## config.mk

```make
export PLATFORM = sky130hd
export DESIGN_NAME = music_sequence_event_decoder_top
export DESIGN_NICKNAME = d
export VERILOG_FILES = /design/src/rtl/msed_pkg.sv /design/src/rtl/music_sequence_event_decoder_top.sv /design/src/rtl/msed_front.sv /design/src/rtl/msed_queue.sv /design/src/rtl/msed_back.sv
export SDC_FILE = /design/constraint.sdc
export NUM_CORES = 1
export LEC_CHECK = 0
export ABC_AREA = 1
export BUFFER_PORTS_ARGS = -buffer_cell sky130_fd_sc_hd__buf_2
export CORE_AREA = 5 5 171 173
export DETAILED_ROUTE_END_ITERATION = 16
export DIE_AREA = 0 0 176 178
export PLACE_DENSITY = 0.76
export SETUP_SLACK_MARGIN = 0.4
export SYNTH_ARGS = -nofsm -noshare
export SYNTH_HDL_FRONTEND = slang
export SYNTH_HIERARCHICAL = 1
export SYNTH_SLANG_ARGS = --single-unit
```

## constraint.sdc

```tcl
create_clock -name i_clk -period 5.9 [get_ports i_clk]
set_input_delay 0.59 -clock i_clk [delete_from_list [all_inputs] [get_ports i_clk]]
set_output_delay 0.59 -clock i_clk [all_outputs]
set_load 0.05 [all_outputs]
```

## src/rtl/msed_pkg.sv

```systemverilog
// Package for the music sequence event decoder.
// Holds opcode codes, event kinds, field widths and the command record that
// the front part hands to the back part. No dependencies.
`default_nettype none

package msed_pkg;

    // Default sizes of the stores.
    localparam int unsigned LOOP_DEPTH_DEF  = 4;
    localparam int unsigned QUEUE_DEPTH_DEF = 2;

    // Opcode codes and ranges.
    localparam logic [7:0] OP_REST_NEW     = 8'h00;
    localparam logic [7:0] OP_FULL_FIRST   = 8'h01;
    localparam logic [7:0] OP_FULL_LAST    = 8'h7f;
    localparam logic [7:0] OP_REST_HELD    = 8'h80;
    localparam logic [7:0] OP_SHORT_FIRST  = 8'h81;
    localparam logic [7:0] OP_SHORT_LAST   = 8'hf4;
    localparam logic [7:0] OP_ECHO         = 8'hf5;
    localparam logic [7:0] OP_IGNORE_A     = 8'hf6;
    localparam logic [7:0] OP_IGNORE_B     = 8'hf7;
    localparam logic [7:0] OP_LOOP_END     = 8'hf8;
    localparam logic [7:0] OP_LOOP_START   = 8'hf9;
    localparam logic [7:0] OP_PAN          = 8'hfa;
    localparam logic [7:0] OP_TEMPO        = 8'hfb;
    localparam logic [7:0] OP_PROGRAM      = 8'hfc;
    localparam logic [7:0] OP_TUNING       = 8'hfd;
    localparam logic [7:0] OP_END          = 8'hfe;
    localparam logic [7:0] OP_BAD          = 8'hff;

    // Program number that selects percussion.
    localparam logic [7:0] PERC_PROGRAM = 8'h7f;

    // Command lengths in bytes.
    localparam logic [2:0] LEN_ONE  = 3'd1;
    localparam logic [2:0] LEN_TWO  = 3'd2;
    localparam logic [2:0] LEN_FOUR = 3'd4;

    typedef enum logic [3:0] {
        KIND_NOTE         = 4'd0,
        KIND_REST         = 4'd1,
        KIND_ECHO         = 4'd2,
        KIND_IGNORED      = 4'd3,
        KIND_LOOP_START   = 4'd4,
        KIND_LOOP_END     = 4'd5,
        KIND_LOOP_FOREVER = 4'd6,
        KIND_PAN          = 4'd7,
        KIND_TEMPO        = 4'd8,
        KIND_PROGRAM      = 4'd9,
        KIND_TUNING       = 4'd10,
        KIND_END          = 4'd11,
        KIND_BAD          = 4'd12
    } t_kind;

    // One classified command, as queued between front and back.
    typedef struct packed {
        t_kind       kind;
        logic [6:0]  key;
        logic [7:0]  arg;        // argument byte reported on the output
        logic [7:0]  a1;
        logic [7:0]  a2;
        logic [7:0]  a3;
        logic [2:0]  len;
        logic [15:0] addr;
        logic [16:0] next_seq;   // address after the command, with carry
        logic        load_rest;  // rest that brings a new duration
        logic        load_note;  // note that brings step, duration, velocity
        logic        go_base;    // keep going unless the address overflows
    } t_cmd;

endpackage

`default_nettype wire

```

## src/rtl/music_sequence_event_decoder_top.sv

```systemverilog
// Top level of the music sequence event decoder.
// Depends on msed_pkg, msed_front, msed_queue and msed_back.
`default_nettype none

// Channel   Direction  Handshake             Payload
// command   in         i_valid / o_ready     address, opcode byte, three following bytes
// event     out        o_valid / i_ready     kind, note fields, argument, length, next address,
//                                            keep going, percussion flag
//
// A command is decoded at the beat that accepts it and enters the queue in that
// cycle; the back part takes it from the queue when its result register is free and
// registers the result. With the default queue depth one command per cycle is sustained
// while i_ready stays high; the rate is set by the back part, which updates its state on every take.
// Synchronous active-low reset clears the held note values, the loop level, the
// loop count stack, the percussion flag, the queue and the result valid bit.
// A stalled result holds in the output register while the queue keeps taking
// commands until it is full, after which o_ready drops.

module music_sequence_event_decoder_top
    import msed_pkg::*;
#(
    parameter int unsigned LOOP_DEPTH  = LOOP_DEPTH_DEF,
    parameter int unsigned QUEUE_DEPTH = QUEUE_DEPTH_DEF
) (
    input  wire logic        i_clk,
    input  wire logic        i_rst_n,
    input  wire logic        i_valid,
    output logic             o_ready,
    input  wire logic [15:0] i_event_address,
    input  wire logic [7:0]  i_op_byte,
    input  wire logic [7:0]  i_arg_first,
    input  wire logic [7:0]  i_arg_second,
    input  wire logic [7:0]  i_arg_third,
    output logic             o_valid,
    input  wire logic        i_ready,
    output logic [3:0]       o_event_kind,
    output logic [6:0]       o_note_key,
    output logic [7:0]       o_note_velocity,
    output logic [7:0]       o_note_duration,
    output logic [7:0]       o_time_advance,
    output logic [7:0]       o_arg_value,
    output logic [2:0]       o_event_length,
    output logic [15:0]      o_next_address,
    output logic             o_keep_going,
    output logic             o_percussion_on
);

    t_cmd front_cmd;
    t_cmd queue_cmd;
    logic queue_full;
    logic queue_valid;
    logic queue_pop;

    // The front part is stateless: it classifies the command on the input
    // ports and the queue captures the record on the accepting beat.
    msed_front u_front (
        .i_event_address (i_event_address),
        .i_op_byte       (i_op_byte),
        .i_arg_first     (i_arg_first),
        .i_arg_second    (i_arg_second),
        .i_arg_third     (i_arg_third),
        .o_cmd           (front_cmd)
    );

    assign o_ready = !queue_full;

    msed_queue #(
        .DEPTH (QUEUE_DEPTH)
    ) u_queue (
        .i_clk       (i_clk),
        .i_rst_n     (i_rst_n),
        .i_push      (i_valid),
        .i_push_data (front_cmd),
        .o_full      (queue_full),
        .i_pop       (queue_pop),
        .o_pop_valid (queue_valid),
        .o_pop_data  (queue_cmd)
    );

    // The back part owns all state that carries from one command to the next,
    // so commands are executed strictly in order.
    msed_back #(
        .LOOP_DEPTH (LOOP_DEPTH)
    ) u_back (
        .i_clk           (i_clk),
        .i_rst_n         (i_rst_n),
        .i_cmd_valid     (queue_valid),
        .i_cmd           (queue_cmd),
        .o_cmd_pop       (queue_pop),
        .o_valid         (o_valid),
        .i_ready         (i_ready),
        .o_event_kind    (o_event_kind),
        .o_note_key      (o_note_key),
        .o_note_velocity (o_note_velocity),
        .o_note_duration (o_note_duration),
        .o_time_advance  (o_time_advance),
        .o_arg_value     (o_arg_value),
        .o_event_length  (o_event_length),
        .o_next_address  (o_next_address),
        .o_keep_going    (o_keep_going),
        .o_percussion_on (o_percussion_on)
    );

endmodule

`default_nettype wire

```

## src/rtl/msed_front.sv

```systemverilog
// Front part of the music sequence event decoder: classifies one command.
// Depends on msed_pkg for opcodes, kinds and the command record.
`default_nettype none

module msed_front
    import msed_pkg::*;
(
    input  wire logic [15:0] i_event_address,
    input  wire logic [7:0]  i_op_byte,
    input  wire logic [7:0]  i_arg_first,
    input  wire logic [7:0]  i_arg_second,
    input  wire logic [7:0]  i_arg_third,
    output t_cmd             o_cmd
);

    t_kind      kind;
    logic [7:0] arg;
    logic [2:0] len;
    logic       load_rest;
    logic       load_note;
    logic       go_base;

    always_comb begin
        kind      = KIND_BAD;
        arg       = '0;
        len       = LEN_ONE;
        load_rest = 1'b0;
        load_note = 1'b0;
        go_base   = 1'b1;
        unique case (i_op_byte) inside
            OP_REST_NEW: begin
                kind      = KIND_REST;
                len       = LEN_TWO;
                load_rest = 1'b1;
            end
            OP_REST_HELD: begin
                kind = KIND_REST;
            end
            [OP_FULL_FIRST:OP_FULL_LAST]: begin
                kind      = KIND_NOTE;
                len       = LEN_FOUR;
                load_note = 1'b1;
            end
            [OP_SHORT_FIRST:OP_SHORT_LAST]: begin
                kind = KIND_NOTE;
            end
            OP_ECHO: begin
                kind = KIND_ECHO;
                arg  = i_arg_first;
                len  = LEN_TWO;
            end
            OP_IGNORE_A, OP_IGNORE_B: begin
                kind = KIND_IGNORED;
                arg  = i_arg_first;
                len  = LEN_TWO;
            end
            OP_LOOP_END: begin
                arg = i_arg_first;
                len = LEN_TWO;
                // A zero count means the loop never ends and the track halts.
                if (i_arg_first == 8'd0) begin
                    kind    = KIND_LOOP_FOREVER;
                    go_base = 1'b0;
                end else begin
                    kind = KIND_LOOP_END;
                end
            end
            OP_LOOP_START: begin
                kind = KIND_LOOP_START;
            end
            OP_PAN: begin
                kind = KIND_PAN;
                arg  = i_arg_first;
                len  = LEN_TWO;
            end
            OP_TEMPO: begin
                kind = KIND_TEMPO;
                arg  = i_arg_first;
                len  = LEN_TWO;
            end
            OP_PROGRAM: begin
                kind = KIND_PROGRAM;
                arg  = i_arg_first;
                len  = LEN_TWO;
            end
            OP_TUNING: begin
                kind = KIND_TUNING;
                arg  = i_arg_first;
                len  = LEN_TWO;
            end
            OP_END: begin
                kind    = KIND_END;
                go_base = 1'b0;
            end
            OP_BAD: begin
                kind    = KIND_BAD;
                go_base = 1'b0;
            end
            default: begin
                kind    = KIND_BAD;
                go_base = 1'b0;
            end
        endcase
    end

    always_comb begin
        o_cmd.kind      = kind;
        o_cmd.key       = (kind == KIND_NOTE) ? i_op_byte[6:0] : 7'd0;
        o_cmd.arg       = arg;
        o_cmd.a1        = i_arg_first;
        o_cmd.a2        = i_arg_second;
        o_cmd.a3        = i_arg_third;
        o_cmd.len       = len;
        o_cmd.addr      = i_event_address;
        o_cmd.next_seq  = {1'b0, i_event_address} + {14'd0, len};
        o_cmd.load_rest = load_rest;
        o_cmd.load_note = load_note;
        o_cmd.go_base   = go_base;
    end

endmodule

`default_nettype wire

```

## src/rtl/msed_queue.sv

```systemverilog
// Short first-in first-out queue of classified commands between front and back.
// Depends on msed_pkg for the command record.
`default_nettype none

module msed_queue
    import msed_pkg::*;
#(
    parameter int unsigned DEPTH = QUEUE_DEPTH_DEF
) (
    input  wire logic i_clk,
    input  wire logic i_rst_n,
    input  wire logic i_push,
    input  wire t_cmd i_push_data,
    output logic      o_full,
    input  wire logic i_pop,
    output logic      o_pop_valid,
    output t_cmd      o_pop_data
);

    localparam int unsigned PTR_W = (DEPTH > 1) ? $clog2(DEPTH) : 1;
    localparam int unsigned CNT_W = $clog2(DEPTH + 1);
    localparam logic [PTR_W-1:0] PTR_LAST = PTR_W'(DEPTH - 1);
    localparam logic [CNT_W-1:0] CNT_FULL = CNT_W'(DEPTH);
    localparam logic [PTR_W-1:0] PTR_ONE  = PTR_W'(1);
    localparam logic [CNT_W-1:0] CNT_ONE  = CNT_W'(1);

    t_cmd             r_mem [DEPTH];
    logic [PTR_W-1:0] r_wr_ptr, n_wr_ptr;
    logic [PTR_W-1:0] r_rd_ptr, n_rd_ptr;
    logic [CNT_W-1:0] r_count, n_count;
    logic             do_push;
    logic             do_pop;

    assign o_full      = (r_count == CNT_FULL);
    assign o_pop_valid = (r_count != '0);
    assign o_pop_data  = r_mem[r_rd_ptr];
    assign do_push     = i_push && !o_full;
    assign do_pop      = i_pop && o_pop_valid;

    always_comb begin
        n_wr_ptr = r_wr_ptr;
        n_rd_ptr = r_rd_ptr;
        n_count  = r_count;
        if (do_push) begin
            n_wr_ptr = (r_wr_ptr == PTR_LAST) ? '0 : r_wr_ptr + PTR_ONE;
        end
        if (do_pop) begin
            n_rd_ptr = (r_rd_ptr == PTR_LAST) ? '0 : r_rd_ptr + PTR_ONE;
        end
        if (do_push && !do_pop) begin
            n_count = r_count + CNT_ONE;
        end else if (do_pop && !do_push) begin
            n_count = r_count - CNT_ONE;
        end
    end

    always_ff @(posedge i_clk) begin
        if (!i_rst_n) begin
            r_wr_ptr <= '0;
            r_rd_ptr <= '0;
            r_count  <= '0;
        end else begin
            r_wr_ptr <= n_wr_ptr;
            r_rd_ptr <= n_rd_ptr;
            r_count  <= n_count;
        end
    end

    always_ff @(posedge i_clk) begin
        if (do_push) begin
            r_mem[r_wr_ptr] <= i_push_data;
        end
    end

endmodule

`default_nettype wire

```

## src/rtl/msed_back.sv

```systemverilog
// Back part of the music sequence event decoder: applies held note values,
// the loop stacks and the percussion flag, and holds the result register.
// Depends on msed_pkg for kinds and the command record.
`default_nettype none

module msed_back
    import msed_pkg::*;
#(
    parameter int unsigned LOOP_DEPTH = LOOP_DEPTH_DEF
) (
    input  wire logic        i_clk,
    input  wire logic        i_rst_n,
    input  wire logic        i_cmd_valid,
    input  wire t_cmd        i_cmd,
    output logic             o_cmd_pop,
    output logic             o_valid,
    input  wire logic        i_ready,
    output logic [3:0]       o_event_kind,
    output logic [6:0]       o_note_key,
    output logic [7:0]       o_note_velocity,
    output logic [7:0]       o_note_duration,
    output logic [7:0]       o_time_advance,
    output logic [7:0]       o_arg_value,
    output logic [2:0]       o_event_length,
    output logic [15:0]      o_next_address,
    output logic             o_keep_going,
    output logic             o_percussion_on
);

    localparam int unsigned LVL_W = (LOOP_DEPTH > 1) ? $clog2(LOOP_DEPTH) : 1;
    localparam logic [LVL_W-1:0] LVL_LAST = LVL_W'(LOOP_DEPTH - 1);
    localparam logic [LVL_W-1:0] LVL_ONE  = LVL_W'(1);

    // Held state.
    logic [7:0]       r_dur, n_dur;
    logic [7:0]       r_vel, n_vel;
    logic [7:0]       r_step, n_step;
    logic             r_perc, n_perc;
    logic [LVL_W-1:0] r_lvl, n_lvl;
    logic [15:0]      r_ret [LOOP_DEPTH];
    logic [7:0]       r_cnt [LOOP_DEPTH];

    // Result register.
    logic             r_out_valid;
    logic [3:0]       r_kind;
    logic [6:0]       r_key;
    logic [7:0]       r_vel_out;
    logic [7:0]       r_dur_out;
    logic [7:0]       r_adv;
    logic [7:0]       r_arg;
    logic [2:0]       r_len;
    logic [15:0]      r_next;
    logic             r_go;

    logic [LVL_W-1:0] prev;
    logic [LVL_W-1:0] lvl_up;
    logic [7:0]       cnt_loaded;
    logic [7:0]       cnt_dec;
    logic [7:0]       cnt_new;
    logic             cnt_wr;
    logic             ret_wr;
    logic             jump;
    logic [7:0]       vel_out;
    logic [7:0]       dur_out;
    logic [7:0]       adv;
    logic [15:0]      next_addr;
    logic             go;
    logic             take;

    assign take      = i_cmd_valid && (!r_out_valid || i_ready);
    assign o_cmd_pop = take;

    assign prev       = (r_lvl == '0) ? LVL_LAST : r_lvl - LVL_ONE;
    assign lvl_up     = (r_lvl == LVL_LAST) ? '0 : r_lvl + LVL_ONE;
    assign cnt_loaded = (r_cnt[prev] == 8'd0) ? i_cmd.a1 : r_cnt[prev];
    assign cnt_dec    = cnt_loaded - 8'd1;

    always_comb begin
        n_dur   = r_dur;
        n_vel   = r_vel;
        n_step  = r_step;
        n_perc  = r_perc;
        n_lvl   = r_lvl;
        cnt_wr  = 1'b0;
        cnt_new = cnt_loaded;
        ret_wr  = 1'b0;
        jump    = 1'b0;
        vel_out = '0;
        dur_out = '0;
        adv     = '0;
        unique case (i_cmd.kind)
            KIND_REST: begin
                if (i_cmd.load_rest) begin
                    n_dur = i_cmd.a1;
                end
                dur_out = n_dur;
                adv     = n_dur;
            end
            KIND_NOTE: begin
                if (i_cmd.load_note) begin
                    n_step = i_cmd.a1;
                    n_dur  = i_cmd.a2 - 8'd1;
                    n_vel  = i_cmd.a3;
                end
                vel_out = n_vel;
                dur_out = n_dur;
                adv     = n_step;
            end
            KIND_LOOP_FOREVER: begin
                cnt_wr  = 1'b1;
                cnt_new = cnt_loaded;
            end
            KIND_LOOP_END: begin
                cnt_wr  = 1'b1;
                cnt_new = cnt_dec;
                if (cnt_dec != 8'd0) begin
                    jump = 1'b1;
                end else begin
                    n_lvl = prev;
                end
            end
            KIND_LOOP_START: begin
                ret_wr = 1'b1;
                n_lvl  = lvl_up;
            end
            KIND_PROGRAM: begin
                n_perc = (i_cmd.a1 == PERC_PROGRAM);
            end
            default: begin
            end
        endcase
        // A jump target is 16 bits and cannot overflow; the sequential
        // address can run past the top of memory.
        next_addr = jump ? r_ret[prev] : i_cmd.next_seq[15:0];
        go        = i_cmd.go_base && (jump || !i_cmd.next_seq[16]);
    end

    always_ff @(posedge i_clk) begin
        if (!i_rst_n) begin
            r_dur       <= '0;
            r_vel       <= '0;
            r_step      <= '0;
            r_perc      <= 1'b0;
            r_lvl       <= '0;
            r_out_valid <= 1'b0;
            for (int i = 0; i < LOOP_DEPTH; i++) begin
                r_cnt[i] <= '0;
            end
        end else begin
            if (take) begin
                r_dur  <= n_dur;
                r_vel  <= n_vel;
                r_step <= n_step;
                r_perc <= n_perc;
                r_lvl  <= n_lvl;
                if (cnt_wr) begin
                    r_cnt[prev] <= cnt_new;
                end
            end
            if (take) begin
                r_out_valid <= 1'b1;
            end else if (i_ready) begin
                r_out_valid <= 1'b0;
            end
        end
    end

    always_ff @(posedge i_clk) begin
        if (take && ret_wr) begin
            r_ret[r_lvl] <= i_cmd.addr + 16'd1;
        end
        if (take) begin
            r_kind    <= i_cmd.kind;
            r_key     <= i_cmd.key;
            r_vel_out <= vel_out;
            r_dur_out <= dur_out;
            r_adv     <= adv;
            r_arg     <= i_cmd.arg;
            r_len     <= i_cmd.len;
            r_next    <= next_addr;
            r_go      <= go;
        end
    end

    assign o_valid         = r_out_valid;
    assign o_event_kind    = r_kind;
    assign o_note_key      = r_key;
    assign o_note_velocity = r_vel_out;
    assign o_note_duration = r_dur_out;
    assign o_time_advance  = r_adv;
    assign o_arg_value     = r_arg;
    assign o_event_length  = r_len;
    assign o_next_address  = r_next;
    assign o_keep_going    = r_go;
    // The percussion flag of the result is the flag after its command.
    assign o_percussion_on = r_perc;

endmodule

`default_nettype wire
```

---- Yosys cells after proc, flatten, opt, wreduce, memory -nomap -nowiden ----
Memories as Yosys holds them, arrays and structs flattened. A register that Yosys moved wholly into a read port is not among the register bits.
Index checks and enable logic that the tools add are counted.
storage, ports and cells
  bits in registers ....................... 95
  bits in writable memories ............... 260
  input port bits ......................... 52
  output and inout port bits .............. 66
  word-level logic and storage cells ...... 142
  memories ................................ 3
cells by class
  $add $sub $neg .......................... 10
  magnitude comparators ................... 4
  eq/ne operators ......................... 20
  mux-type cells .......................... 47
  reduce and logical (&&, ||, !) cells .... 40
memory list
  name           depth  bits a word  read ports  clocked after memory_dff  wr ports  line              RTL
  u_queue.r_mem  2      82           1           1                         1         msed_queue.sv:27  t_cmd r_mem [DEPTH];
  u_back.r_ret   4      16           1           0                         1         msed_back.sv:40   logic [15:0] r_ret [LOOP_DEPTH];
  u_back.r_cnt   4      8            1           0                         4         msed_back.sv:41   logic [7:0] r_cnt [LOOP_DEPTH];
operator list
  cell                                                                              number
  8-bit equality test, second input constant                                        11
  8-bit 2-to-1 mux                                                                  8
  8-bit case mux with 2 select lines                                                3
  4-bit case mux with 11 select lines                                               1
  8-bit zero test                                                                   3
  1-bit 2-to-1 mux                                                                  23
  16-bit by 3-bit adder with 17-bit output                                          1
  16-bit by 1-bit adder with 16-bit output, second input constant                   1
  16-bit 2-to-1 mux                                                                 1
  8-bit OR reduction                                                                2
  8-bit by 1-bit subtractor with 8-bit output, second input constant                2
  2-bit 2-to-1 mux                                                                  7
  4-bit by 3-bit equality test with 1-bit output, second input constant             3
  12-bit OR reduction                                                               1
  2-bit nonzero test                                                                5
  1-bit logical AND                                                                 9
  9-bit OR reduction                                                                1
  8-bit by 7-bit equality test with 1-bit output, second input constant             1
  8-bit by 1-bit >= comparator with 1-bit output, second input constant             1
  8-bit >= comparator, second input constant                                        1
  8-bit by 7-bit less-or-equal comparator with 1-bit output, second input constant  1
  8-bit less-or-equal comparator, second input constant                             1
  4-bit zero test                                                                   2
  8-bit nonzero test                                                                1
  17 further kinds                                                                  31

---- Longest topological paths before layout ----
Gate-level depths: netlist of run 1.
An unclocked memory read counts as a cell.
  depth in word-level cells ............... 11
  depth in mapped cells ................... 25

---- Modules after synthesis ----
The synthesis of run 1 kept the hierarchy.
modules (own cells, without submodules)
  module                            instances  cells each  area each (um^2)
  msed_back                         1          806         8419.3
  msed_queue                        1          292         6565.0
  msed_front                        1          237         1266.2
  music_sequence_event_decoder_top  1          1           3.8

---- Worst setup path before layout of run 1 ----
Ideal clock, no wire load.
  kind .................................... input-to-reg
  start point ............................. input i_valid
  end point ............................... memory u_queue/r_mem[0][0] (netlist bit), enable pin
  arrival time ............................ 4.076 ns
  required time ........................... 5.377 ns
  slack ................................... 1.301 ns
  stages on the path ...................... 2
  buffers on the path ..................... 0
  path through ............................ o21ai_2 > nor2_1
on the way
  word-level cells in the longest chain between the ends .. 3
ends and longest elaborated chain
  what                                    line                                    RTL
  start: declaration                      music_sequence_event_decoder_top.sv:27  input wire logic i_valid,
  1-bit logical AND                       msed_queue.sv:37                        assign do_push = i_push && !o_full;
  1-bit 2-to-1 mux                        msed_queue.sv:70                        if (do_push) begin
  1-bit 2-to-1 mux (not written as such)  msed_queue.sv:71                        r_mem[r_wr_ptr] <= i_push_data;
  end: declaration                        msed_queue.sv:27
No other way between the ends.

---- Final worst setup path of run 1 ----
  start point ............................. register u_back.r_lvl[0]
  end point ............................... register u_back.r_go, in the netlist u_back/o_keep_going, data pin
on the way
  word-level cells in the longest chain between the ends .. 11
  elaborated cells between the ends (all ways) .. 12
  classes of those cells .................. add/sub (2); mux (4); reduce/logical (5); memory (1)
ends and longest elaborated chain
  what                                                                            line              RTL
  start: declaration                                                              msed_back.sv:39   logic [LVL_W-1:0] r_lvl, n_lvl;
  start signal: assignment                                                        msed_back.sv:155  r_lvl <= n_lvl;
  2-bit by 1-bit subtractor with 2-bit output or 2-bit zero test (tied branches)  msed_back.sv:73   assign prev = (r_lvl == '0) ? LVL_LAST : r_lvl - LVL_ONE;
  2-bit 2-to-1 mux *                                                              msed_back.sv:73
  memory 4 x 8 bit *                                                              --
  8-bit zero test                                                                 msed_back.sv:75   assign cnt_loaded = (r_cnt[prev] == 8'd0) ? i_cmd.a1 : r_cnt[prev];
  8-bit 2-to-1 mux *                                                              msed_back.sv:75
  8-bit by 1-bit subtractor with 8-bit output *                                   msed_back.sv:76   assign cnt_dec = cnt_loaded - 8'd1;
  8-bit nonzero test *                                                            msed_back.sv:116  if (cnt_dec != 8'd0) begin
  1-bit 2-to-1 mux *                                                              msed_back.sv:116
  1-bit 2-to-1 mux *                                                              msed_back.sv:91   unique case (i_cmd.kind)
  1-bit logical OR *                                                              msed_back.sv:135  go = i_cmd.go_base && (jump || !i_cmd.next_seq[16]);
  1-bit logical AND *                                                             msed_back.sv:135
  net u_back.go                                                                   msed_back.sv:67   logic go;
  end signal: assignment                                                          msed_back.sv:181  r_go <= go;
  end: declaration                                                                msed_back.sv:53   logic r_go;
Mark *: on every way through the listed nets, which the timed path passes. The rest lies on a longest branch.
A chain may end at the register's enable or synchronous reset.

==> run summary, run 1 <==
required time of the critical path -> 6.14 ns
GP Congestion -> 0.897
initial core utilization -> 59.2%
Core ar. -> 27,500 um^2
type of origin of the critical path -> flip-flop
fraction of final layout cells sized beyond drive strength 1 -> 20.6%
register-to-register path setup slack -> 0.97 ns
routed wirelength normalized by instance count -> 18.6 um
GRT Total Usage -> 21.1%
final setup skew -> 0.0146 ns
fill cell total of the finished layout -> 2,015
Port-buffer cells -> 117
cell count after synthesis -> 1,336
# nets final -> 1,476
clock tree from TritonCTS -> built
number of nets produced by synthesis -> 1,401
Die X -> 176 um
number of antenna violations at the first check in global routing -> 0
clock network latency to the later pin of the worst-skew pair -> 0.52 ns
pin count of the biggest net entering global routing -> 55
number of setup buffers added after CTS -> 0
clock edge transition at the registers on the reported setup and hold paths -> 0.06 ns
setup TNS -> 0 ns
quantity of hold-fixing buffers added after cts -> 0
R2R Path Start -> u_back/r_lvl[0]
GRT overflow -> 0
number of flops mapped to enable cells by yosys -> 323
NetSw -> 3160 uW
Sinks on Clock Net -> 356
count of final setup violators -> 0
root buf cell -> sky130_fd_sc_hd__clkbuf_16
origin of the worst setup path -> u_back/r_lvl[0]
fraction of registers with async set/reset -> 0%
Boundary Pins -> 118
path class of the lowest-slack min-delay path -> input port to flip-flop
flip-flop and latch count after synthesis -> 356
fin crit share -> 83.6%
Remaining DRCs -> 0
WS Path Type -> flip-flop to flip-flop
P&R area growth vs syn -> 9.88%
pre-CTS setup slack -> 1.01 ns
maximum clock frequency -> 203 MHz
placed cells -> 1,719
worst setup margin -> 0.970 ns
clock buffer count from CTS -> 36
first drt pass iteration count -> 5
portion of the post-synthesis area used by sequential elements -> 63.7%
detail-routed via count per cell -> 5.59
vias after detailed routing -> 9,964
Post-synth top flop -> sky130_fd_sc_hd__edfxtp_1
H-Tree Level Count -> 2
status -> finished clean
post-DP HPWL -> 22,000 um
maximum fanout count along the critical path -> 33
via count of the first global-routing pass -> 9,763
antenna diode count -> 0
deepest clock path buffer count -> 3
Clock Power Share -> 26.1%
cells resized by post-CTS repair -> 0
wire length of the first global-routing pass -> 52,200 um
portion of total power attributed to sequential cells -> 41.4%
Mean Syn Cell Area -> 12.2 um^2
leakage power summed over all cells -> 0.00707 uW
crit path capture type -> flip-flop
maxcap violations -> 0
drt total wl -> 33,100 um
combinational group share of total power -> 32.5%
Distinct cells, synth -> 45
transition time of the tightest slew-check pin -> 1.21 ns
final cell count without fillers -> 1,782
Sw Ratio -> 36.0%
Slew Viols, Final -> 0
Worst IR Drop VDD -> 0.288 mV
area of the die -> 31,300 um^2
final hold viol count -> 0
Cell Rows -> 61
Internal Dissipation -> 5610 uW
RSZ-0062 raised after global routing -> false
worst hold path startpoint -> i_arg_second[6]
fin crit period -> 4.93 ns
slew margin rel. -> 18.2%
detailed router's first-iteration violation count -> 812
Ys Warns -> 6
crit path DAT -> 5.17 ns
Antenna Nets Post-Route -> 0
PwrDens -> 491 nW/um^2
Post-Synthesis Cell Area -> 16,300 um^2
die height -> 178 um
[worst max-delay path, cell delays in order, from the launching register on]
cell and delay [ns]:
sky130_fd_sc_hd__dfxtp_1 0.64, sky130_fd_sc_hd__inv_2 0.13, sky130_fd_sc_hd__ha_1 0.28, sky130_fd_sc_hd__inv_2 0.17, sky130_fd_sc_hd__nand2_2 0.42, sky130_fd_sc_hd__nor2_4 0.67
sky130_fd_sc_hd__nand2_1 0.14, sky130_fd_sc_hd__nand3_2 0.15, sky130_fd_sc_hd__nand2_1 0.10, sky130_fd_sc_hd__nor2_4 0.20, sky130_fd_sc_hd__nand3b_1 0.12, sky130_fd_sc_hd__nand2_2 0.14
sky130_fd_sc_hd__ha_1 0.18, sky130_fd_sc_hd__nand3_1 0.15, sky130_fd_sc_hd__nor2_1 0.16, sky130_fd_sc_hd__nand2_1 0.06, sky130_fd_sc_hd__nand2_1 0.07, sky130_fd_sc_hd__nand2_1 0.05
sky130_fd_sc_hd__nor2_1 0.16, sky130_fd_sc_hd__nand3_2 0.11, sky130_fd_sc_hd__nand2_4 0.33, sky130_fd_sc_hd__a21boi_0 0.19
[area by class of cell]
cell class / instances / area, um^2 / share of cell area [%]
repair buffers: 124 / 638 / 3.57
clock buffers: 50 / 973 / 5.45
multi-input cells: 772 / 4780 / 26.8
inverters: 121 / 454 / 2.54
flip-flops and latches: 356 / 10400 / 58.0
clock inverters: 13 / 216 / 1.21
well taps: 346 / 433 / 2.42
[power by group through the flow]
| stage | combinational [uW] | clock (uW) | sequential, uW |
|---|---|---|---|
| floorplan | 1570 | 0 | 4380 |
| global placement | 2790 | 0 | 3660 |
| detailed placement | 2840 | 0 | 3680 |
| CTS | 2850 | 2340 | 3630 |
| global route | 3040 | 2450 | 3670 |
| finish | 2850 | 2290 | 3630 |
[layout by cell type (no fill, tap or decap), types with 9 or more instances in the layout]
master,count
sky130_fd_sc_hd__a211oi_1,10
sky130_fd_sc_hd__a21oi_1,17
sky130_fd_sc_hd__a221oi_1,15
sky130_fd_sc_hd__a31oi_1,9
sky130_fd_sc_hd__buf_2,117
sky130_fd_sc_hd__clkbuf_1,12
sky130_fd_sc_hd__clkbuf_16,36
sky130_fd_sc_hd__dfxtp_1,32
sky130_fd_sc_hd__edfxtp_1,323
sky130_fd_sc_hd__ha_1,12
sky130_fd_sc_hd__inv_1,115
sky130_fd_sc_hd__mux2_4,80
sky130_fd_sc_hd__nand2_1,207
sky130_fd_sc_hd__nand3_1,69
sky130_fd_sc_hd__nand4_1,11
sky130_fd_sc_hd__nor2_1,158
sky130_fd_sc_hd__nor2_4,9
sky130_fd_sc_hd__nor3_1,29
sky130_fd_sc_hd__o21ai_0,44
sky130_fd_sc_hd__o21ai_1,13
sky130_fd_sc_hd__xor2_1,21
[cells in the mapped netlist (10+ instances only)]
cell type,instances,area (um^2)
sky130_fd_sc_hd__nand2_1,207,777
sky130_fd_sc_hd__mux2_4,80,1200
sky130_fd_sc_hd__ha_1,12,150
sky130_fd_sc_hd__nand3_1,69,345
sky130_fd_sc_hd__a21oi_1,17,85.1
sky130_fd_sc_hd__nand4_1,11,68.8
sky130_fd_sc_hd__o21ai_0,44,220
sky130_fd_sc_hd__nor2_1,164,616
sky130_fd_sc_hd__nor3_1,29,145
sky130_fd_sc_hd__buf_4,45,338
sky130_fd_sc_hd__a211oi_1,10,75.1
sky130_fd_sc_hd__dfxtp_1,33,661
sky130_fd_sc_hd__inv_1,116,435
sky130_fd_sc_hd__xor2_1,21,184
sky130_fd_sc_hd__a221oi_1,15,131
sky130_fd_sc_hd__o21ai_1,13,65.1
sky130_fd_sc_hd__clkbuf_1,18,67.6
sky130_fd_sc_hd__edfxtp_1,323,9700
[path summary, 6_finish.rpt]
path                          endpoint  cells after the start
setup reg to reg   u_back/o_keep_going                     21
hold / removal    u_queue/r_mem[1][53]                      1
hold reg to reg       u_back/r_step[3]                      2
setup / recovery   u_back/o_keep_going                     21
[state kept, by name, summed over array words and instances (netlist names), named ones only]
name / count
u_back/o_arg_value: 8
u_back/o_valid: 1
u_queue/r_wr_ptr: 1
u_queue/r_rd_ptr: 1
u_back/o_note_duration: 8
u_back/r_ret: 64
u_back/o_event_length: 3
u_back/o_note_key: 7
u_back/o_percussion_on: 1
u_back/o_time_advance: 8
u_back/o_next_address: 16
u_back/o_note_velocity: 8
u_queue/r_mem: 164
u_back/r_step: 8
u_back/r_cnt: 32
u_back/r_vel: 8
u_back/r_dur: 8
u_queue/r_count: 2
u_back/r_lvl: 2
u_back/o_keep_going: 1
u_back/o_event_kind: 4
[routing by layer]
| layer | part of all wire (%) | track usage, % |
|---|---|---|
| met1 | 44 | 29.4 |
| met4 | 1.6 | 5.36 |
| met5 | 0 | 0 |
| met3 | 5.9 | 3.18 |
| met2 | 49 | 35.3 |
[stage by stage]
stage	cell area, um^2	hold slack, ns	total power [uW]	utilization, %
finish	17900	0.261	8780	65.0
global placement	16700	0.442	6460	60.7
CTS	17900	0.246	8830	65.0
detailed placement	16700	0.448	6520	60.7
floorplan	16300	0.424	5950	-
global route	17900	0.245	9160	65.0
[kinds of logic after synthesis]
kind of cell / count (synthesis) / synth area share, %
compound gates: 128 / 4.90
xor+xnor: 29 / 1.56
fa+ha+maj: 13 / 1.05
buf+inv: 208 / 7.00
flops: 356 / 63.7
mux: 92 / 8.16
simple gates: 510 / 13.6
(Power assumes the default switching activity.)
==> run 2: changes to the inputs <==
--- a/config.mk
+++ b/config.mk
@@ -7,10 +7,10 @@
 export LEC_CHECK = 0
 export ABC_AREA = 1
 export BUFFER_PORTS_ARGS = -buffer_cell sky130_fd_sc_hd__buf_2
-export CORE_AREA = 5 5 171 173
+export CORE_AREA = 5 5 178 180
 export DETAILED_ROUTE_END_ITERATION = 16
-export DIE_AREA = 0 0 176 178
-export PLACE_DENSITY = 0.76
+export DIE_AREA = 0 0 183 185
+export PLACE_DENSITY = 0.73
 export SETUP_SLACK_MARGIN = 0.4
 export SYNTH_ARGS = -nofsm -noshare
 export SYNTH_HDL_FRONTEND = slang
==> constraint.sdc (replaced) <==
create_clock -name i_clk -period 4 [get_ports i_clk]
set_input_delay 0.4 -clock i_clk [delete_from_list [all_inputs] [get_ports i_clk]]
set_output_delay 0.4 -clock i_clk [all_outputs]
set_load 0.05 [all_outputs]
==> run 2 against run 1 <==
Effect of this change:
- combinational power up 55%
- clock power up 39%
- critical path type unchanged
- register-to-register slack worse by 0.41 ns
- critical endpoint unchanged
- first-iteration DRC count up 18%
- via count up 2.3%
- non-clock buffer count up 32
- sequential cell count unchanged
==> run summary, run 2 (synthesis gave the netlist of run 1 again) <==
maximum clock frequency -> 291 MHz
Cell Rows -> 64
worst hold slack -> 0.0793 ns
count of final setup violators -> 0
Port-buffer cells -> 117
Remaining DRCs -> 0
required time of the critical path -> 4.25 ns
worst hold path startpoint -> i_arg_second[5]
series of cell instances along the critical path -> inv_1 -> ha_4 -> inv_4 -> nand2_4 -> nor2_4 -> nand2_1 -> nand3_2 -> nand2_1 -> nor2_4 -> nand3b_1 -> nand2_2 -> ha_1 -> nand3_2 -> nor2_2 -> nand2_1 -> nand2_1 -> nand2_1 -> nor2_2 -> nand3_4 -> buf_4 -> nand2_8 -> a21boi_0
R2R Path Start -> u_back/r_lvl[1]
most common cell after layout, fill and taps aside -> sky130_fd_sc_hd__edfxtp_1
Reg area -> 10,400 um^2
area of the die -> 33,900 um^2
instance count along the most critical hold path -> 1
area after detailed placement -> 16,900 um^2
detail-routed via count per cell -> 5.44
wire length of the first global-routing pass -> 52,900 um
fraction of final layout cells sized beyond drive strength 1 -> 22.5%
path class of the lowest-slack min-delay path -> input port to flip-flop
worst flop-to-flop path endpoint -> u_back/o_keep_going
# nets final -> 1,515
most frequent cell on the critical path -> sky130_fd_sc_hd__nand2_1
drt total wl -> 34,000 um
fin crit share -> 85.9%
crit path capture type -> flip-flop
die height -> 185 um
total chip power -> 12,900 uW
top library cells by usage in the layout, fill and taps aside -> sky130_fd_sc_hd__edfxtp_1 (323), sky130_fd_sc_hd__nand2_1 (207), sky130_fd_sc_hd__nor2_1 (160)
depth of the most critical reg-to-reg path -> 22
final cell count without fillers -> 1,872
root buf cell -> sky130_fd_sc_hd__clkbuf_16
cell at the slowest stage of the critical path -> sky130_fd_sc_hd__dfxtp_1
register with the highest flop count -> u_queue/r_mem
GP Congestion -> 0.898
slew margin rel. -> 38.5%
antenna diode count -> 0
largest stage delay on the critical path -> 0.37 ns
Buf/Inv on CP -> 3
maxcap violations -> 0
GRT Total Usage -> 19.7%
via count of the first global-routing pass -> 9,831
Die X -> 183 um
maximum fanout count along the critical path -> 15
fin crit period -> 3.44 ns
fill cell total of the finished layout -> 2,313
placed cells -> 1,794
transition time of the tightest slew-check pin -> 0.921 ns
Sinks on Clock Net -> 356
RSZ-0062 raised after global routing -> false
final hold viol count -> 0
P&R area growth vs syn -> 12.2%
clock tree from TritonCTS -> built
H-Tree Level Count -> 2
detailed router's first-iteration violation count -> 955
Core ar. -> 30,000 um^2
post-DP HPWL -> 22,800 um
routed wirelength normalized by instance count -> 18.2 um
pin count of the biggest net entering global routing -> 52
vias after detailed routing -> 10,200
leakage power summed over all cells -> 0.00724 uW
crit path DAT -> 3.68 ns
Final Instance Area -> 18,200 um^2
Boundary Pins -> 118
clock network latency to the later pin of the worst-skew pair -> 0.51 ns
WS Path Type -> flip-flop to flip-flop
worst-case hold path end point -> u_queue/r_mem[1][52]
Antenna Nets Post-Route -> 0
clock edge transition at the registers on the reported setup and hold paths -> 0.06 ns
biggest registers after layout -> u_queue/r_mem (164), u_back/r_ret (64), u_back/r_cnt (32)
register-to-register path setup slack -> 0.56 ns
deepest clock path buffer count -> 3
final core occ -> 60.7%
delay-heaviest family, CP -> simple AND/OR/NAND/NOR gates
first drt pass iteration count -> 7
status -> finished clean
area of the multi-input gates -> 4890 um^2
initial core utilization -> 54.1%
Slew Viols, Final -> 0
WP depth -> 22
type of origin of the critical path -> flip-flop
number of flip-flops under the largest register name -> 164
Worst IR Drop VDD -> 0.424 mV
final setup skew -> 0.0156 ns
GRT overflow -> 0
number of antenna violations at the first check in global routing -> 1
PwrDens -> 708 nW/um^2
clock buffer count from CTS -> 37
[run 2: cell count changes in the layout (fill, tap and decap cells not counted), sizes merged]
cell / previous run / this run
clkinv: 6 / 9
buf: 124 / 156
nor2: 172 / 174
nand2: 213 / 217
inv: 123 / 124
bufinv: 5 / 2
clkinvlp: 0 / 1
[run 2: per-layer routing]
layer | track usage, % | vias to the layer above | share of wire (%)
li1 | - | 4852 | -
met1 | 27.4 | 4934 | 43
met2 | 32.4 | 342 | 49
met3 | 3.32 | 62 | 6.2
met4 | 5.72 | 2 | 2.3
met5 | 0 | - | 0.038
[run 2: worst max-delay path by stage]
stage / slack [ns] / startpoint / end
2_1_floorplan: -0.43 / u_queue/r_count[1] / u_queue/r_mem[0][0]
3_3_place_gp: 0.43 / u_back/r_lvl[1] / u_back/o_keep_going
3_5_place_dp: 0.25 / u_back/r_lvl[1] / u_back/o_keep_going
4_1_cts: 0.40 / u_back/r_lvl[1] / u_back/o_keep_going
5_1_grt: 0.35 / u_back/r_lvl[1] / u_back/o_keep_going
6_report: 0.56 / u_back/r_lvl[1] / u_back/o_keep_going
[run 2: final cells by class]
class / count / share of cell area (%)
Clock inverter: 15 / 0.713
Inverter: 121 / 2.50
Sequential cell: 356 / 56.8
Clock buffer: 50 / 5.40
Tap cell: 396 / 2.72
Timing Repair Buffer: 156 / 5.02
Multi-Input combinational cell: 778 / 26.8
[run 2: repair_timing]
action / 4_1_cts / 5_1_grt
pin swaps: 1 / 6
resized for setup: 4 / 9
cloned: 1 / 5
hold buffers: 0 / 0
buffers inserted: 0 / 7
endpoints found under the setup margin: 17 / 23
[run 2: power by group]
part / leakage, uW / internal (uW) / total, uW / switching, uW
Combinational: 0.00338 / 1300 / 4430 / 3120
Clock: 0.000538 / 1860 / 3180 / 1330
Sequential: 0.00333 / 5030 / 5310 / 282
Total: 0.00724 / 8190 / 12900 / 4730
[run 2: worst reg2reg max path, delay by kind of cell (launching register included)]
family,cells,cell delay [ns]
AO/OA/AOI/OAI,1,0.10
adder cells (fa/ha/maj),2,0.42
buffers and inverters,3,0.34
flip-flops,1,0.37
AND/OR/NAND/NOR,16,1.96
[run 2: metrics by stage]
step	setup TNS (ns)	setup WS [ns]
4_1_cts	0	0.403
3_5_place_dp	0	0.247
2_1_floorplan	-70.85	-0.432
5_1_grt	0	0.348
6_report	0	0.563
3_3_place_gp	0	0.434
==> run 3: changes to the inputs <==
--- a/config.mk
+++ b/config.mk
@@ -12,6 +12,7 @@
 export DIE_AREA = 0 0 183 185
 export PLACE_DENSITY = 0.73
 export SETUP_SLACK_MARGIN = 0.4
+export SLEW_MARGIN = 20
 export SYNTH_ARGS = -nofsm -noshare
 export SYNTH_HDL_FRONTEND = slang
 export SYNTH_HIERARCHICAL = 1
==> constraint.sdc (replaced) <==
create_clock -name i_clk -period 3.1 [get_ports i_clk]
set_input_delay 0.31 -clock i_clk [delete_from_list [all_inputs] [get_ports i_clk]]
set_output_delay 0.31 -clock i_clk [all_outputs]
set_load 0.05 [all_outputs]
==> run 3 against run 2 <==
Effect of this change:
- register-to-register slack got worse by 0.58 ns
- the run now ends with negative setup slack left
- sequential share of layout area decreased by 2.5 points
- global-route usage is 0.87 points higher
- non-clock buffer count rose by 63
- via count is 3.5% higher
- die area is the same
- count of clock-buffer cells in the layout fell by 4
- hold slack got worse by 0.068 ns
- first-iteration DRC count up 4.7%
- clock power increased by 33%
- utilization is 2.8 points higher
==> run summary, run 3 (synthesis gave the netlist of run 1 again) <==
fill cell total of the finished layout -> 2,197
maxcap violations -> 0
area of the die -> 33,900 um^2
failing checks -> negative setup slack
crit path capture type -> flip-flop
most common cell after layout, fill and taps aside -> sky130_fd_sc_hd__edfxtp_1
number of antenna violations at the first check in global routing -> 0
drt total wl -> 35,800 um
deepest clock path buffer count -> 3
setup TNS -> -0.0128 ns
H-Tree Level Count -> 2
maximum clock frequency -> 321 MHz
Sinks on Clock Net -> 356
antenna diode count -> 0
number of flip-flops under the largest register name -> 164
PwrDens -> 908 nW/um^2
worst setup margin -> -0.0128 ns
M3 GR Usage -> 3.22%
type of origin of the critical path -> flip-flop
via count of the first global-routing pass -> 10,200
status -> finished, violations left
Boundary Pins -> 118
Cell Rows -> 64
wire length of the first global-routing pass -> 55,000 um
P&R area growth vs syn -> 17.4%
Slew Viols, Final -> 0
maximum fanout count along the critical path -> 8
RSZ-0062 raised after global routing -> true
clock tree from TritonCTS -> built
pre-CTS setup slack -> -0.0977 ns
fin crit share -> 100%
crit path DAT -> 3.38 ns
routing layer with the top usage in global route -> met2
clock network latency to the later pin of the worst-skew pair -> 0.53 ns
final setup skew -> 0.0164 ns
root buf cell -> sky130_fd_sc_hd__clkbuf_16
fraction of final layout cells sized beyond drive strength 1 -> 28.2%
final cell count without fillers -> 1,931
Port-buffer cells -> 117
register with the highest flop count -> u_queue/r_mem
top library cells by usage in the layout, fill and taps aside -> sky130_fd_sc_hd__edfxtp_1 (323), sky130_fd_sc_hd__nand2_1 (182), sky130_fd_sc_hd__nor2_1 (152)
clock edge transition at the registers on the reported setup and hold paths -> 0.06 ns
Antenna Nets Post-Route -> 0
Worst IR Drop VDD -> 0.557 mV
worst hold slack -> 0.0117 ns
leakage power summed over all cells -> 0.00761 uW
area of the multi-input gates -> 5100 um^2
Reg area -> 10,400 um^2
post-DP HPWL -> 23,300 um
GP Congestion -> 0.899
path class of the lowest-slack min-delay path -> input port to flip-flop
GRT Total Usage -> 20.6%
count of final setup violators -> 1
GRT overflow -> 0
Remaining DRCs -> 0
first drt pass iteration count -> 5
placed cells -> 1,814
final hold viol count -> 0
die height -> 185 um
Die X -> 183 um
pin count of the biggest net entering global routing -> 61
initial core utilization -> 54.1%
fin crit period -> 3.11 ns
slew margin rel. -> 41.6%
vias after detailed routing -> 10,600
detail-routed via count per cell -> 5.46
Global Route met1 Usage -> 28.3%
clock buffer count from CTS -> 36
met2 usage in global routing -> 34.7%
routed wirelength normalized by instance count -> 18.5 um
transition time of the tightest slew-check pin -> 0.870 ns
required time of the critical path -> 3.37 ns
# nets final -> 1,575
biggest registers after layout -> u_queue/r_mem (164), u_back/r_ret (64), u_back/r_cnt (32)
Core ar. -> 30,000 um^2
detailed router's first-iteration violation count -> 1,000
WS Path Type -> flip-flop to flip-flop
## run 3: cell count changes in the layout (fill, tap and decap cells not counted), moves of 4 or more
cell and change:
sky130_fd_sc_hd__buf_4 +32, sky130_fd_sc_hd__nand2_1 -25, sky130_fd_sc_hd__nand2_2 +23, sky130_fd_sc_hd__dlygate4sd3_1 +21, sky130_fd_sc_hd__nand3_1 -8, sky130_fd_sc_hd__nor2_1 -8, sky130_fd_sc_hd__nand3_2 +7, sky130_fd_sc_hd__buf_6 +5
sky130_fd_sc_hd__nor2_2 +5, sky130_fd_sc_hd__o21ai_0 -5, sky130_fd_sc_hd__clkinv_1 -4, sky130_fd_sc_hd__o21ai_2 +4
## run 3: path summary, 6_finish.rpt
| kind | slack [ns] | endpoint | cells after the start | startpoint |
|---|---|---|---|---|
| worst min-delay path | 0.01 | u_queue/r_mem[1][60] | 1 | i_arg_first[5] |
| worst max register to register | -0.01 | u_back/o_next_address[4] | 22 | u_back/r_lvl[0] |
| worst max-delay path | -0.01 | u_back/o_next_address[4] | 22 | u_back/r_lvl[0] |
| worst min register to register | 0.45 | u_back/r_step[4] | 2 | u_back/r_step[4] |
## run 3: stage by stage
step	power [uW]	area, um^2	utilization, %
final	17300	19100	63.5
after global routing	18100	19100	63.5
after CTS	17100	18800	62.7
after detailed placement	12700	17200	57.3
after global placement	12600	17200	57.3
after floorplan	11400	16400	-
## run 3: cell type report
class	count	area share [%]
timing repair buffer	219	7.80
sequential	356	54.4
inverter	121	2.45
multi-input combinational	776	26.7
clock inverter	17	1.15
clock buffer	46	4.92
tap	396	2.60
## run 3: what timing repair did
| action | in CTS | in global routing |
|---|---|---|
| setup buffers | 11 | 17 |
| hold buffers | 21 | 0 |
| endpoints found under the setup margin | 43 | 182 |
| pin swaps | 12 | 6 |
| gates resized for setup | 23 | 30 |
| cloned | 4 | 1 |
| hold endpoints to repair | 42 | 0 |
## run 3: layer usage
layer | share of wire, % | up-vias
met5 | 0 | -
met4 | 1.9 | 0
met3 | 7.1 | 58
met2 | 49 | 402
met1 | 42 | 5128
li1 | - | 4963
## run 3: report_power, final
part           total (uW)  internal (uW)  switching (uW)  leakage (uW)
sequential           6780           6490             295       0.00333
clock                4240           2440            1800      0.000558
combinational        6300           1990            4310       0.00372
## run 3: critical path, cell delays in order (launching register included)
cell                      delay (ns)
sky130_fd_sc_hd__dfxtp_4        0.36
sky130_fd_sc_hd__inv_4          0.04
sky130_fd_sc_hd__ha_4           0.16
sky130_fd_sc_hd__inv_4          0.06
sky130_fd_sc_hd__nand2_4        0.05
sky130_fd_sc_hd__nor2_4         0.25
sky130_fd_sc_hd__nand2_2        0.08
sky130_fd_sc_hd__nand3_2        0.11
sky130_fd_sc_hd__nand2_2        0.08
sky130_fd_sc_hd__nor2_4         0.16
sky130_fd_sc_hd__buf_4          0.16
sky130_fd_sc_hd__nand3_1        0.08
sky130_fd_sc_hd__nand2_1        0.12
sky130_fd_sc_hd__nand2_1        0.07
sky130_fd_sc_hd__nor2_1         0.20
sky130_fd_sc_hd__nand3_1        0.13
sky130_fd_sc_hd__nand2_1        0.15
sky130_fd_sc_hd__nor2_4         0.06
sky130_fd_sc_hd__nand3_4        0.08
sky130_fd_sc_hd__buf_12         0.16
sky130_fd_sc_hd__nand2_4        0.12
sky130_fd_sc_hd__nand2_1        0.11
sky130_fd_sc_hd__o21ai_1        0.07
